### src/hw/rtl/binary_to_packed_bcd_top_macros.svh
// assertion macros for the binary to packed bcd converter
`ifndef BINARY_TO_PACKED_BCD_TOP_MACROS_SVH
`define BINARY_TO_PACKED_BCD_TOP_MACROS_SVH

`ifndef SYNTHESIS
// checked on every rising edge of clk once reset is released
`define B2BCD_ASSERT(lbl, prop) \
  lbl: assert property (@(posedge clk) disable iff (!rst_n) prop) \
    else $error("b2bcd assertion failed");
// checked on every rising edge of clk, reset included
`define B2BCD_ASSERT_ALWAYS(lbl, prop) \
  lbl: assert property (@(posedge clk) prop) \
    else $error("b2bcd assertion failed");
`else
`define B2BCD_ASSERT(lbl, prop)
`define B2BCD_ASSERT_ALWAYS(lbl, prop)
`endif

`endif

### src/hw/rtl/b2bcd_pkg.sv
// shared types and constants of the binary to packed bcd converter
package b2bcd_pkg;

  localparam int VALUE_W = 16;
  localparam int BITCNT_W = 5;
  localparam int BYTECNT_W = 3;
  localparam int OUT_W = 32;
  localparam int NIB_W = 4;

  localparam logic [NIB_W-1:0] DIGIT_ADJ_MIN = 4'd5;
  localparam logic [NIB_W-1:0] DIGIT_ADJ_ADD = 4'd3;

  typedef enum logic [1:0] {
    ST_IDLE,
    ST_RUN,
    ST_FLUSH
  } b2bcd_state_t;

  // control fanned out from the sequencer to every digit cell
  typedef struct packed {
    logic clear;
    logic step;
  } cell_ctl_t;

endpackage

### src/hw/rtl/b2bcd_in_if.sv
// input channel: value, bit count and byte count
interface b2bcd_in_if;
  logic                               valid;
  logic                               ready;
  logic [b2bcd_pkg::VALUE_W-1:0]      binary_value;
  logic [b2bcd_pkg::BITCNT_W-1:0]     bit_count;
  logic [b2bcd_pkg::BYTECNT_W-1:0]    byte_count;

  modport source (output valid, output binary_value, output bit_count, output byte_count,
                  input ready);
  modport sink (input valid, input binary_value, input bit_count, input byte_count,
                output ready);
endinterface

### src/hw/rtl/b2bcd_out_if.sv
// result channel: packed bcd digits
interface b2bcd_out_if;
  logic                           valid;
  logic                           ready;
  logic [b2bcd_pkg::OUT_W-1:0]    packed_bcd;

  modport source (output valid, output packed_bcd, input ready);
  modport sink (input valid, input packed_bcd, output ready);
endinterface

### src/hw/rtl/binary_to_packed_bcd_top.sv
// top level of the double-dabble binary to packed bcd converter
//
//  channel   direction  payload                                 transfer when
//  in_ch     in         binary_value, bit_count, byte_count     valid && ready
//  out_ch    out        packed_bcd                              valid && ready
//
// an item is handled in order: the digit chain is loaded, then one adjust-and-shift
// pass runs per source bit, N = min(bit_count, VALUE_BITS) passes in all, then the
// digits move into the output register. the pass count is set by the
// single bit counter that steps the whole chain one source bit per cycle.
// reset clears the sequencer and the output valid flag; digits clear on each load.
// the finished result waits in the output register, so a stalled sink only holds
// the chain once a second result is done and the register is still occupied.
`include "binary_to_packed_bcd_top_macros.svh"

module binary_to_packed_bcd_top #(
  parameter int VALUE_BITS = 16,
  parameter int BCD_BYTES  = 4
) (
  input  logic        clk,
  input  logic        rst_n,
  b2bcd_in_if.sink    in_ch,
  b2bcd_out_if.source out_ch
);

  localparam int NUM_DIGITS = 2 * BCD_BYTES;
  localparam int BCD_W      = NUM_DIGITS * b2bcd_pkg::NIB_W;
  localparam int CNT_W      = $clog2(VALUE_BITS + 1);
  localparam int IDX_W      = $clog2(VALUE_BITS);

  // sequencer state
  b2bcd_pkg::b2bcd_state_t state_r, state_nxt;
  logic [CNT_W-1:0]        cnt_r, cnt_nxt;
  logic [CNT_W-1:0]        cnt_eff;
  logic [CNT_W-1:0]        cnt_m1;

  // source bits and active digit map, loaded at the input transfer
  logic [VALUE_BITS-1:0]   value_r, value_nxt;
  logic [NUM_DIGITS-1:0]   act_r, act_nxt;
  logic [NUM_DIGITS-1:0]   act_load;

  // output register
  logic                    out_valid_r, out_valid_nxt;
  logic [b2bcd_pkg::OUT_W-1:0] out_r, out_nxt;

  logic                    in_xfer;
  logic                    out_load;
  logic                    src_bit;
  b2bcd_pkg::cell_ctl_t    cell_ctl;

  // digit chain wiring
  logic [NUM_DIGITS:0]     chain;
  logic [BCD_W-1:0]        digits;
  logic [BCD_W-1:0]        act_nib_mask;

  assign in_xfer = in_ch.valid && in_ch.ready;

  // clamp the bit count to the source width
  always_comb begin
    if (int'(in_ch.bit_count) > VALUE_BITS) begin
      cnt_eff = CNT_W'(VALUE_BITS);
    end else begin
      cnt_eff = CNT_W'(in_ch.bit_count);
    end
  end

  // a digit is active when its byte is below the requested byte count
  for (genvar g = 0; g < NUM_DIGITS; g++) begin : g_act
    assign act_load[g] = int'(in_ch.byte_count) > (g / 2);
    assign act_nib_mask[g*b2bcd_pkg::NIB_W +: b2bcd_pkg::NIB_W] =
      {b2bcd_pkg::NIB_W{act_r[g]}};
  end

  // source bits go msb first, from bit cnt_r - 1 down to bit 0
  assign cnt_m1  = cnt_r - 1'b1;
  assign src_bit = value_r[cnt_m1[IDX_W-1:0]];

  // next state
  always_comb begin
    state_nxt = state_r;
    unique case (state_r)
      b2bcd_pkg::ST_IDLE: begin
        if (in_xfer) begin
          state_nxt = (cnt_eff == '0) ? b2bcd_pkg::ST_FLUSH : b2bcd_pkg::ST_RUN;
        end
      end
      b2bcd_pkg::ST_RUN: begin
        if (cnt_r == CNT_W'(1)) begin
          state_nxt = b2bcd_pkg::ST_FLUSH;
        end
      end
      b2bcd_pkg::ST_FLUSH: begin
        if (!out_valid_r || out_ch.ready) begin
          state_nxt = b2bcd_pkg::ST_IDLE;
        end
      end
      default: state_nxt = b2bcd_pkg::ST_IDLE;
    endcase
  end

  // sequencer outputs
  always_comb begin
    in_ch.ready    = 1'b0;
    cell_ctl.clear = 1'b0;
    cell_ctl.step  = 1'b0;
    out_load       = 1'b0;
    unique case (state_r)
      b2bcd_pkg::ST_IDLE: begin
        in_ch.ready    = 1'b1;
        cell_ctl.clear = in_xfer;
      end
      b2bcd_pkg::ST_RUN: begin
        cell_ctl.step = 1'b1;
      end
      b2bcd_pkg::ST_FLUSH: begin
        out_load = !out_valid_r || out_ch.ready;
      end
      default: begin
        in_ch.ready = 1'b0;
      end
    endcase
  end

  // counter, source and active map
  always_comb begin
    cnt_nxt   = cnt_r;
    value_nxt = value_r;
    act_nxt   = act_r;
    if (in_xfer) begin
      cnt_nxt   = cnt_eff;
      value_nxt = VALUE_BITS'(in_ch.binary_value);
      act_nxt   = act_load;
    end else if (cell_ctl.step) begin
      cnt_nxt = cnt_m1;
    end
  end

  // output register, takes the next result while the sink drains the old one
  always_comb begin
    out_nxt = out_r;
    if (out_load) begin
      out_valid_nxt = 1'b1;
      out_nxt       = b2bcd_pkg::OUT_W'(digits);
    end else if (out_ch.ready) begin
      out_valid_nxt = 1'b0;
    end else begin
      out_valid_nxt = out_valid_r;
    end
  end

  always_ff @(posedge clk) begin
    if (!rst_n) begin
      state_r     <= b2bcd_pkg::ST_IDLE;
      cnt_r       <= '0;
      out_valid_r <= 1'b0;
    end else begin
      state_r     <= state_nxt;
      cnt_r       <= cnt_nxt;
      out_valid_r <= out_valid_nxt;
    end
  end

  always_ff @(posedge clk) begin
    value_r <= value_nxt;
    act_r   <= act_nxt;
    out_r   <= out_nxt;
  end

  // chain of digit cells, least significant digit takes the source bit
  assign chain[0] = src_bit;

  for (genvar d = 0; d < NUM_DIGITS; d++) begin : g_cell
    b2bcd_digit_cell u_cell (
      .clk       (clk),
      .ctl       (cell_ctl),
      .active    (act_r[d]),
      .shift_in  (chain[d]),
      .shift_out (chain[d+1]),
      .digit     (digits[d*b2bcd_pkg::NIB_W +: b2bcd_pkg::NIB_W])
    );
  end

  assign out_ch.valid      = out_valid_r;
  assign out_ch.packed_bcd = out_r;

  // the chain only runs with source bits left
  `B2BCD_ASSERT(a_run_has_bits, (state_r == b2bcd_pkg::ST_RUN) |-> (cnt_r != '0))
  // an accepted item always leaves idle
  `B2BCD_ASSERT(a_xfer_leaves_idle, in_xfer |=> (state_r != b2bcd_pkg::ST_IDLE))
  // a result moved into the output register is offered the next cycle
  `B2BCD_ASSERT(a_load_shows_valid, out_load |=> out_ch.valid)
  // digits of inactive bytes never pick up a bit
  `B2BCD_ASSERT(a_inactive_zero,
    (state_r == b2bcd_pkg::ST_FLUSH) |-> ((digits & ~act_nib_mask) == '0))
  // input is never taken while a conversion is in flight
  `B2BCD_ASSERT_ALWAYS(a_ready_idle_only,
    in_ch.ready |-> (state_r == b2bcd_pkg::ST_IDLE))

endmodule

### src/hw/rtl/b2bcd_digit_cell.sv
// one bcd digit of the double-dabble chain: adjust, then shift in from below
module b2bcd_digit_cell (
  input  logic                          clk,
  input  b2bcd_pkg::cell_ctl_t          ctl,
  input  logic                          active,
  input  logic                          shift_in,
  output logic                          shift_out,
  output logic [b2bcd_pkg::NIB_W-1:0]   digit
);

  logic [b2bcd_pkg::NIB_W-1:0] digit_r;
  logic [b2bcd_pkg::NIB_W-1:0] digit_nxt;
  logic [b2bcd_pkg::NIB_W-1:0] adj;

  // add 3 to digits of 5 or more, wraps within the nibble
  always_comb begin
    if (digit_r >= b2bcd_pkg::DIGIT_ADJ_MIN) begin
      adj = digit_r + b2bcd_pkg::DIGIT_ADJ_ADD;
    end else begin
      adj = digit_r;
    end
  end

  always_comb begin
    priority if (ctl.clear) begin
      digit_nxt = '0;
    end else if (ctl.step && active) begin
      digit_nxt = {adj[b2bcd_pkg::NIB_W-2:0], shift_in};
    end else begin
      digit_nxt = digit_r;
    end
  end

  always_ff @(posedge clk) begin
    digit_r <= digit_nxt;
  end

  // an inactive cell passes nothing up, so bits leaving the top active digit are lost
  assign shift_out = active & adj[b2bcd_pkg::NIB_W-1];
  assign digit     = digit_r;

endmodule
### src/flat_wrapper.sv
// flat-port wrapper written by rule: the top's interface ports become plain ports
module binary_to_packed_bcd_top_flat 
#(
  parameter int VALUE_BITS = 16,
  parameter int BCD_BYTES  = 4
)
  (clk, rst_n, in_ch_valid, in_ch_binary_value, in_ch_bit_count, in_ch_byte_count, in_ch_ready, out_ch_valid, out_ch_packed_bcd, out_ch_ready);
  b2bcd_in_if in_ch_i ();
  b2bcd_out_if out_ch_i ();
  input  logic clk;
  input  logic rst_n;
  input wire logic [$bits(in_ch_i.valid)-1:0] in_ch_valid;
  input wire logic [$bits(in_ch_i.binary_value)-1:0] in_ch_binary_value;
  input wire logic [$bits(in_ch_i.bit_count)-1:0] in_ch_bit_count;
  input wire logic [$bits(in_ch_i.byte_count)-1:0] in_ch_byte_count;
  output wire logic [$bits(in_ch_i.ready)-1:0] in_ch_ready;
  output wire logic [$bits(out_ch_i.valid)-1:0] out_ch_valid;
  output wire logic [$bits(out_ch_i.packed_bcd)-1:0] out_ch_packed_bcd;
  input wire logic [$bits(out_ch_i.ready)-1:0] out_ch_ready;
  assign in_ch_i.valid = in_ch_valid;
  assign in_ch_i.binary_value = in_ch_binary_value;
  assign in_ch_i.bit_count = in_ch_bit_count;
  assign in_ch_i.byte_count = in_ch_byte_count;
  assign in_ch_ready = in_ch_i.ready;
  assign out_ch_valid = out_ch_i.valid;
  assign out_ch_packed_bcd = out_ch_i.packed_bcd;
  assign out_ch_i.ready = out_ch_ready;
  binary_to_packed_bcd_top #(.VALUE_BITS(VALUE_BITS), .BCD_BYTES(BCD_BYTES)) u_core (.clk(clk), .rst_n(rst_n), .in_ch(in_ch_i), .out_ch(out_ch_i));
endmodule
### config.mk
export PLATFORM = sky130hd
export DESIGN_NAME = binary_to_packed_bcd_top_flat
export DESIGN_NICKNAME = d
export VERILOG_FILES = /design/src/hw/rtl/b2bcd_pkg.sv /design/src/hw/rtl/b2bcd_in_if.sv /design/src/hw/rtl/b2bcd_out_if.sv /design/src/hw/rtl/binary_to_packed_bcd_top.sv /design/src/hw/rtl/b2bcd_digit_cell.sv /design/src/flat_wrapper.sv
export VERILOG_INCLUDE_DIRS = /design/src /design/src/hw/rtl
export SDC_FILE = /design/constraint.sdc
export NUM_CORES = 1
export LEC_CHECK = 0
export BUFFER_PORTS_ARGS = -buffer_cell sky130_fd_sc_hd__buf_4
export CELL_PAD_IN_SITES_DETAIL_PLACEMENT = 0
export CELL_PAD_IN_SITES_GLOBAL_PLACEMENT = 2
export CORE_MARGIN = 2
export CORE_UTILIZATION = 40
export DETAILED_ROUTE_END_ITERATION = 7
export GPL_TIMING_DRIVEN = 0
export PLACE_DENSITY = 0.87
export RECOVER_POWER = 50
export SYNTH_ARGS = -nofsm -noshare
export SYNTH_HDL_FRONTEND = slang
export SYNTH_SLANG_ARGS = --single-unit
### constraint.sdc
create_clock -name clk -period 4.1 [get_ports clk]
set_input_delay 0.41 -clock clk [delete_from_list [all_inputs] [get_ports clk]]
set_output_delay 0.41 -clock clk [all_outputs]
set_load 0.01 [all_outputs]
==> results.yml <==
sta:
  drv_slew: 0
  finalCritPeriodShare: 0.448
  finalWorstPathRequiredPeriod_ps: 1840
  setup_viol: 0
  slew_headroom: 0.351
  holdWs_ps: 249
  fin_skew_ps: 11.5
  finalHoldViolCount: 0
  rsz0062_at_grt: "false"
  fmax_ghz: 0.545
  worst_slack_ps: 2260
  worst_slew_pin_slew_ps: 971
  tns_ps: 0
floorplanning:
  core-area_sq_um: 9860
  pin_count: 62
  die-area_sq_um: 11100
  rows: 36
  die_w_microns: 105
  fp.dieH_microns: 105
  initial_core_util: 0.416
setup_path:
  rr_worst_depth: 3
  r2r-end: "u_core.out_ch.packed_bcd[25]"
  required_ps: 4080
  crit_fanout: 32
  cp_top_family: "simple AND/OR/NAND/NOR gates"
  r2r-start: "u_core.state_r[1]"
  slowest_stage: "nor2b_4"
  worst-setup-path-type: "flop to flop"
  crit_arrival_ps: 1810
  r2r_slack_ps: 2260
  crit_path_start_kind: "flop"
  path_buf_inv: 1
  slowest_delay_ps: 820
  endpoint_kind: "flop"
  cp_cell_sequence: "buf_6 > nor2b_1 > nor2b_4"
logic_synthesis:
  synth_fa_ha_area_frac: 0.0549
  synth_cell_types: 48
  seq_area_frac_synth: 0.576
  ys.warnings.count: 0
  synth_edf_count: 52
  synth_compound_area_frac: 0.118
  synth.area.mux_share: 0.0287
  synth_xor_area_frac: 0.0363
  ys_ff_latch: 92
  synthesis.area_sq_um: 4100
  async_flop_share: 0
  synth_ff_type: "edfxtp_1"
  syn_nets: 409
  synth_cells: 363
  avgSynthCellArea_sq_um: 11.3
  synth_simple_gate_area_frac: 0.143
  synth_top_family_by_area: "simple AND/OR/NAND/NOR gates"
placed_design:
  finalWeightedCongestion: 0.751
  dp_hpwl_microns: 5250
  dp_cells: 557
  io_buffers: 61
  place_area_sq_um: 4730
  place_ws_ps: 2260
worst_hold_path:
  hold_depth: 1
  min-delay-start: "in_ch_binary_value[1]"
  hold-path-endpoint: "u_core.value_r[1]"
  hold_class: "input port to flop"
cells_and_area:
  stdcell_area_sq_um: 4770
  antenna_cells: 0
  area_growth_pct: 16.3
  layout-drive-gt1-share: 0.157
  final_cells: 573
  finish.net_count: 481
  final_core_utilization: 0.483
grt:
  grt_usage: 0.143
  first_global_vias: 2613
  overflow: 0
  grt_max_degree: 33
  antenna_found_initial: 0
  grt_pass1_wl_microns: 12500
power:
  power_density_nw_per_um2: 387
  p_total_mw: 1.84
  switching_share: 0.260
  seqPwrFrac: 0.568
  pwr-share-comb: 0.137
  p_leak_nw: 1.71
  p_clk_frac: 0.295
  p_int_mw: 1.36
  vdd_drop_max_uv: 161
  p_switching_uw: 479
clocking:
  ctsLongestPathBuffers: 2
  insertion_delay_ps: 350
  cts_hold_buffers: 0
  numClockSinks: 92
  cts_tree: "done"
  htreeDepth: 3
  cts_buffers: 9
  cts_setup_buffers: 0
  postCtsResizedCells: 0
  clk_pin_slew_ps: 90
  root_buffer: "clkbuf_8"
detailed_routing:
  via_per_inst: 4.86
  final_antenna_net_count: 0
  drc_errors: 0
  vias: 2786
  firstDrtPassIters: 4
  drt_iter0_drc: 85
  routed_wl_microns: 7560
  wl_per_cell_microns: 13.2
job:
  cap_violations: 0
status:
  status: "completed"
[logic make-up (layout without fill, tap and decap cells)]
logic type | count (synthesis) | after routing
adder cells (fa/ha/maj) | 18 | 18
flip-flops | 92 | 92
XOR/XNOR | 17 | 17
buffers and inverters | 33 | 110
AND/OR/NAND/NOR | 110 | 110
AO/OA/AOI/OAI | 85 | 85
multiplexers | 8 | 8
[worst max-delay path by stage]
| stage | startpoint | to | slack, ps | cells past startpoint |
|---|---|---|---|---|
| floorplan | u_core.state_r[1] | u_core.out_ch.packed_bcd[0] | 1630 | 3 |
| global placement | u_core.state_r[1] | u_core.out_ch.packed_bcd[19] | 870 | 3 |
| detailed placement | u_core.state_r[1] | u_core.out_ch.packed_bcd[21] | 2260 | 3 |
| CTS | u_core.state_r[0] | u_core.value_r[4] | 2280 | 4 |
| global route | u_core.state_r[1] | u_core.out_ch.packed_bcd[13] | 2150 | 3 |
| finish | u_core.state_r[1] | u_core.out_ch.packed_bcd[25] | 2260 | 3 |
[final cells by class]
type / count / area [sq um]
clock buffer: 10 / 138
inverter: 20 / 75.1
fill: 930 / 5100
tap: 133 / 166
sequential: 92 / 2360
buffer: 13 / 97.6
timing repair buffer: 61 / 323
multi-input combinational: 238 / 1570
clock inverter: 6 / 40.0
[registers in the layout, summed over array words and instances, names as in the netlist]
signal                      cells
u_core.act_r                    4
u_core.cnt_r                    5
u_core.g_cell.u_cell.digit     32
u_core.out_ch.packed_bcd       32
u_core.out_ch.valid             1
u_core.state_r                  2
u_core.value_r                 16
[synth_stat cells (2+ instances only)]
| master | n | share of area |
|---|---|---|
| nor3_1 | 2 | 0.0024 |
| nor2b_1 | 5 | 0.0076 |
| a21oi_1 | 40 | 0.049 |
| buf_2 | 7 | 0.0085 |
| nand4_1 | 3 | 0.0046 |
| dfxtp_1 | 40 | 0.20 |
| a21boi_1 | 3 | 0.0055 |
| nor3_2 | 4 | 0.0098 |
| mux2i_1 | 5 | 0.012 |
| nand2_4 | 4 | 0.011 |
| nand2_1 | 35 | 0.032 |
| nor2_1 | 20 | 0.018 |
| buf_6 | 3 | 0.0082 |
| mux4_2 | 3 | 0.016 |
| o211ai_1 | 3 | 0.0055 |
| xor2_1 | 4 | 0.0085 |
| inv_1 | 19 | 0.017 |
| a21o_1 | 4 | 0.0073 |
| ha_1 | 18 | 0.055 |
| xnor2_1 | 13 | 0.028 |
| or3_1 | 2 | 0.0031 |
| o21ai_0 | 20 | 0.024 |
| nand3_1 | 10 | 0.012 |
| edfxtp_1 | 52 | 0.38 |
| and2_1 | 9 | 0.014 |
| nand2b_1 | 9 | 0.014 |
| o21ai_1 | 5 | 0.0061 |
[cells in the final DEF, fill, tap and decap left out, types with 2 or more instances in the layout]
cell type and n:
edfxtp_1 52, and2_1 9, buf_4 9, mux2i_1 5
clkbuf_4 16, a21boi_1 3, nand2b_1 9, clkbuf_8 10
o211ai_1 3, nor2_1 21, nand4_1 3, xnor2_1 13
buf_6 3, ha_1 18, nor2b_4 2, mux4_2 3
nand3_1 10, o21ai_1 5, clkinv_1 2, buf_2 7
or3_1 2, nor2b_1 4, clkbuf_1 37, nor3_2 4
dfxtp_1 40, nand2_1 35, inv_1 19, a21oi_1 40
xor2_1 4, clkinvlp_4 3, nand2_4 4, a21o_1 4
nor3_1 2, o21ai_0 20
[routing by layer]
metal,up-vias,global-route usage,part of all wire
li1,1418,-,-
met1,1299,0.184,0.48
met2,59,0.229,0.45
met3,10,0.0297,0.044
met4,0,0.0686,0.019
met5,-,0,0
[power by group through the flow]
stage | clock (mW) | combinational [mW] | sequential (mW)
final | 0.543 | 0.253 | 1.05
after detailed placement | 0 | 0.268 | 1.07
after global placement | 0 | 0.266 | 1.07
after floorplan | 0 | 0.180 | 1.07
after global routing | 0.600 | 0.283 | 1.05
after CTS | 0.571 | 0.268 | 1.05
Note: power is estimated with default switching activity, not from simulation.
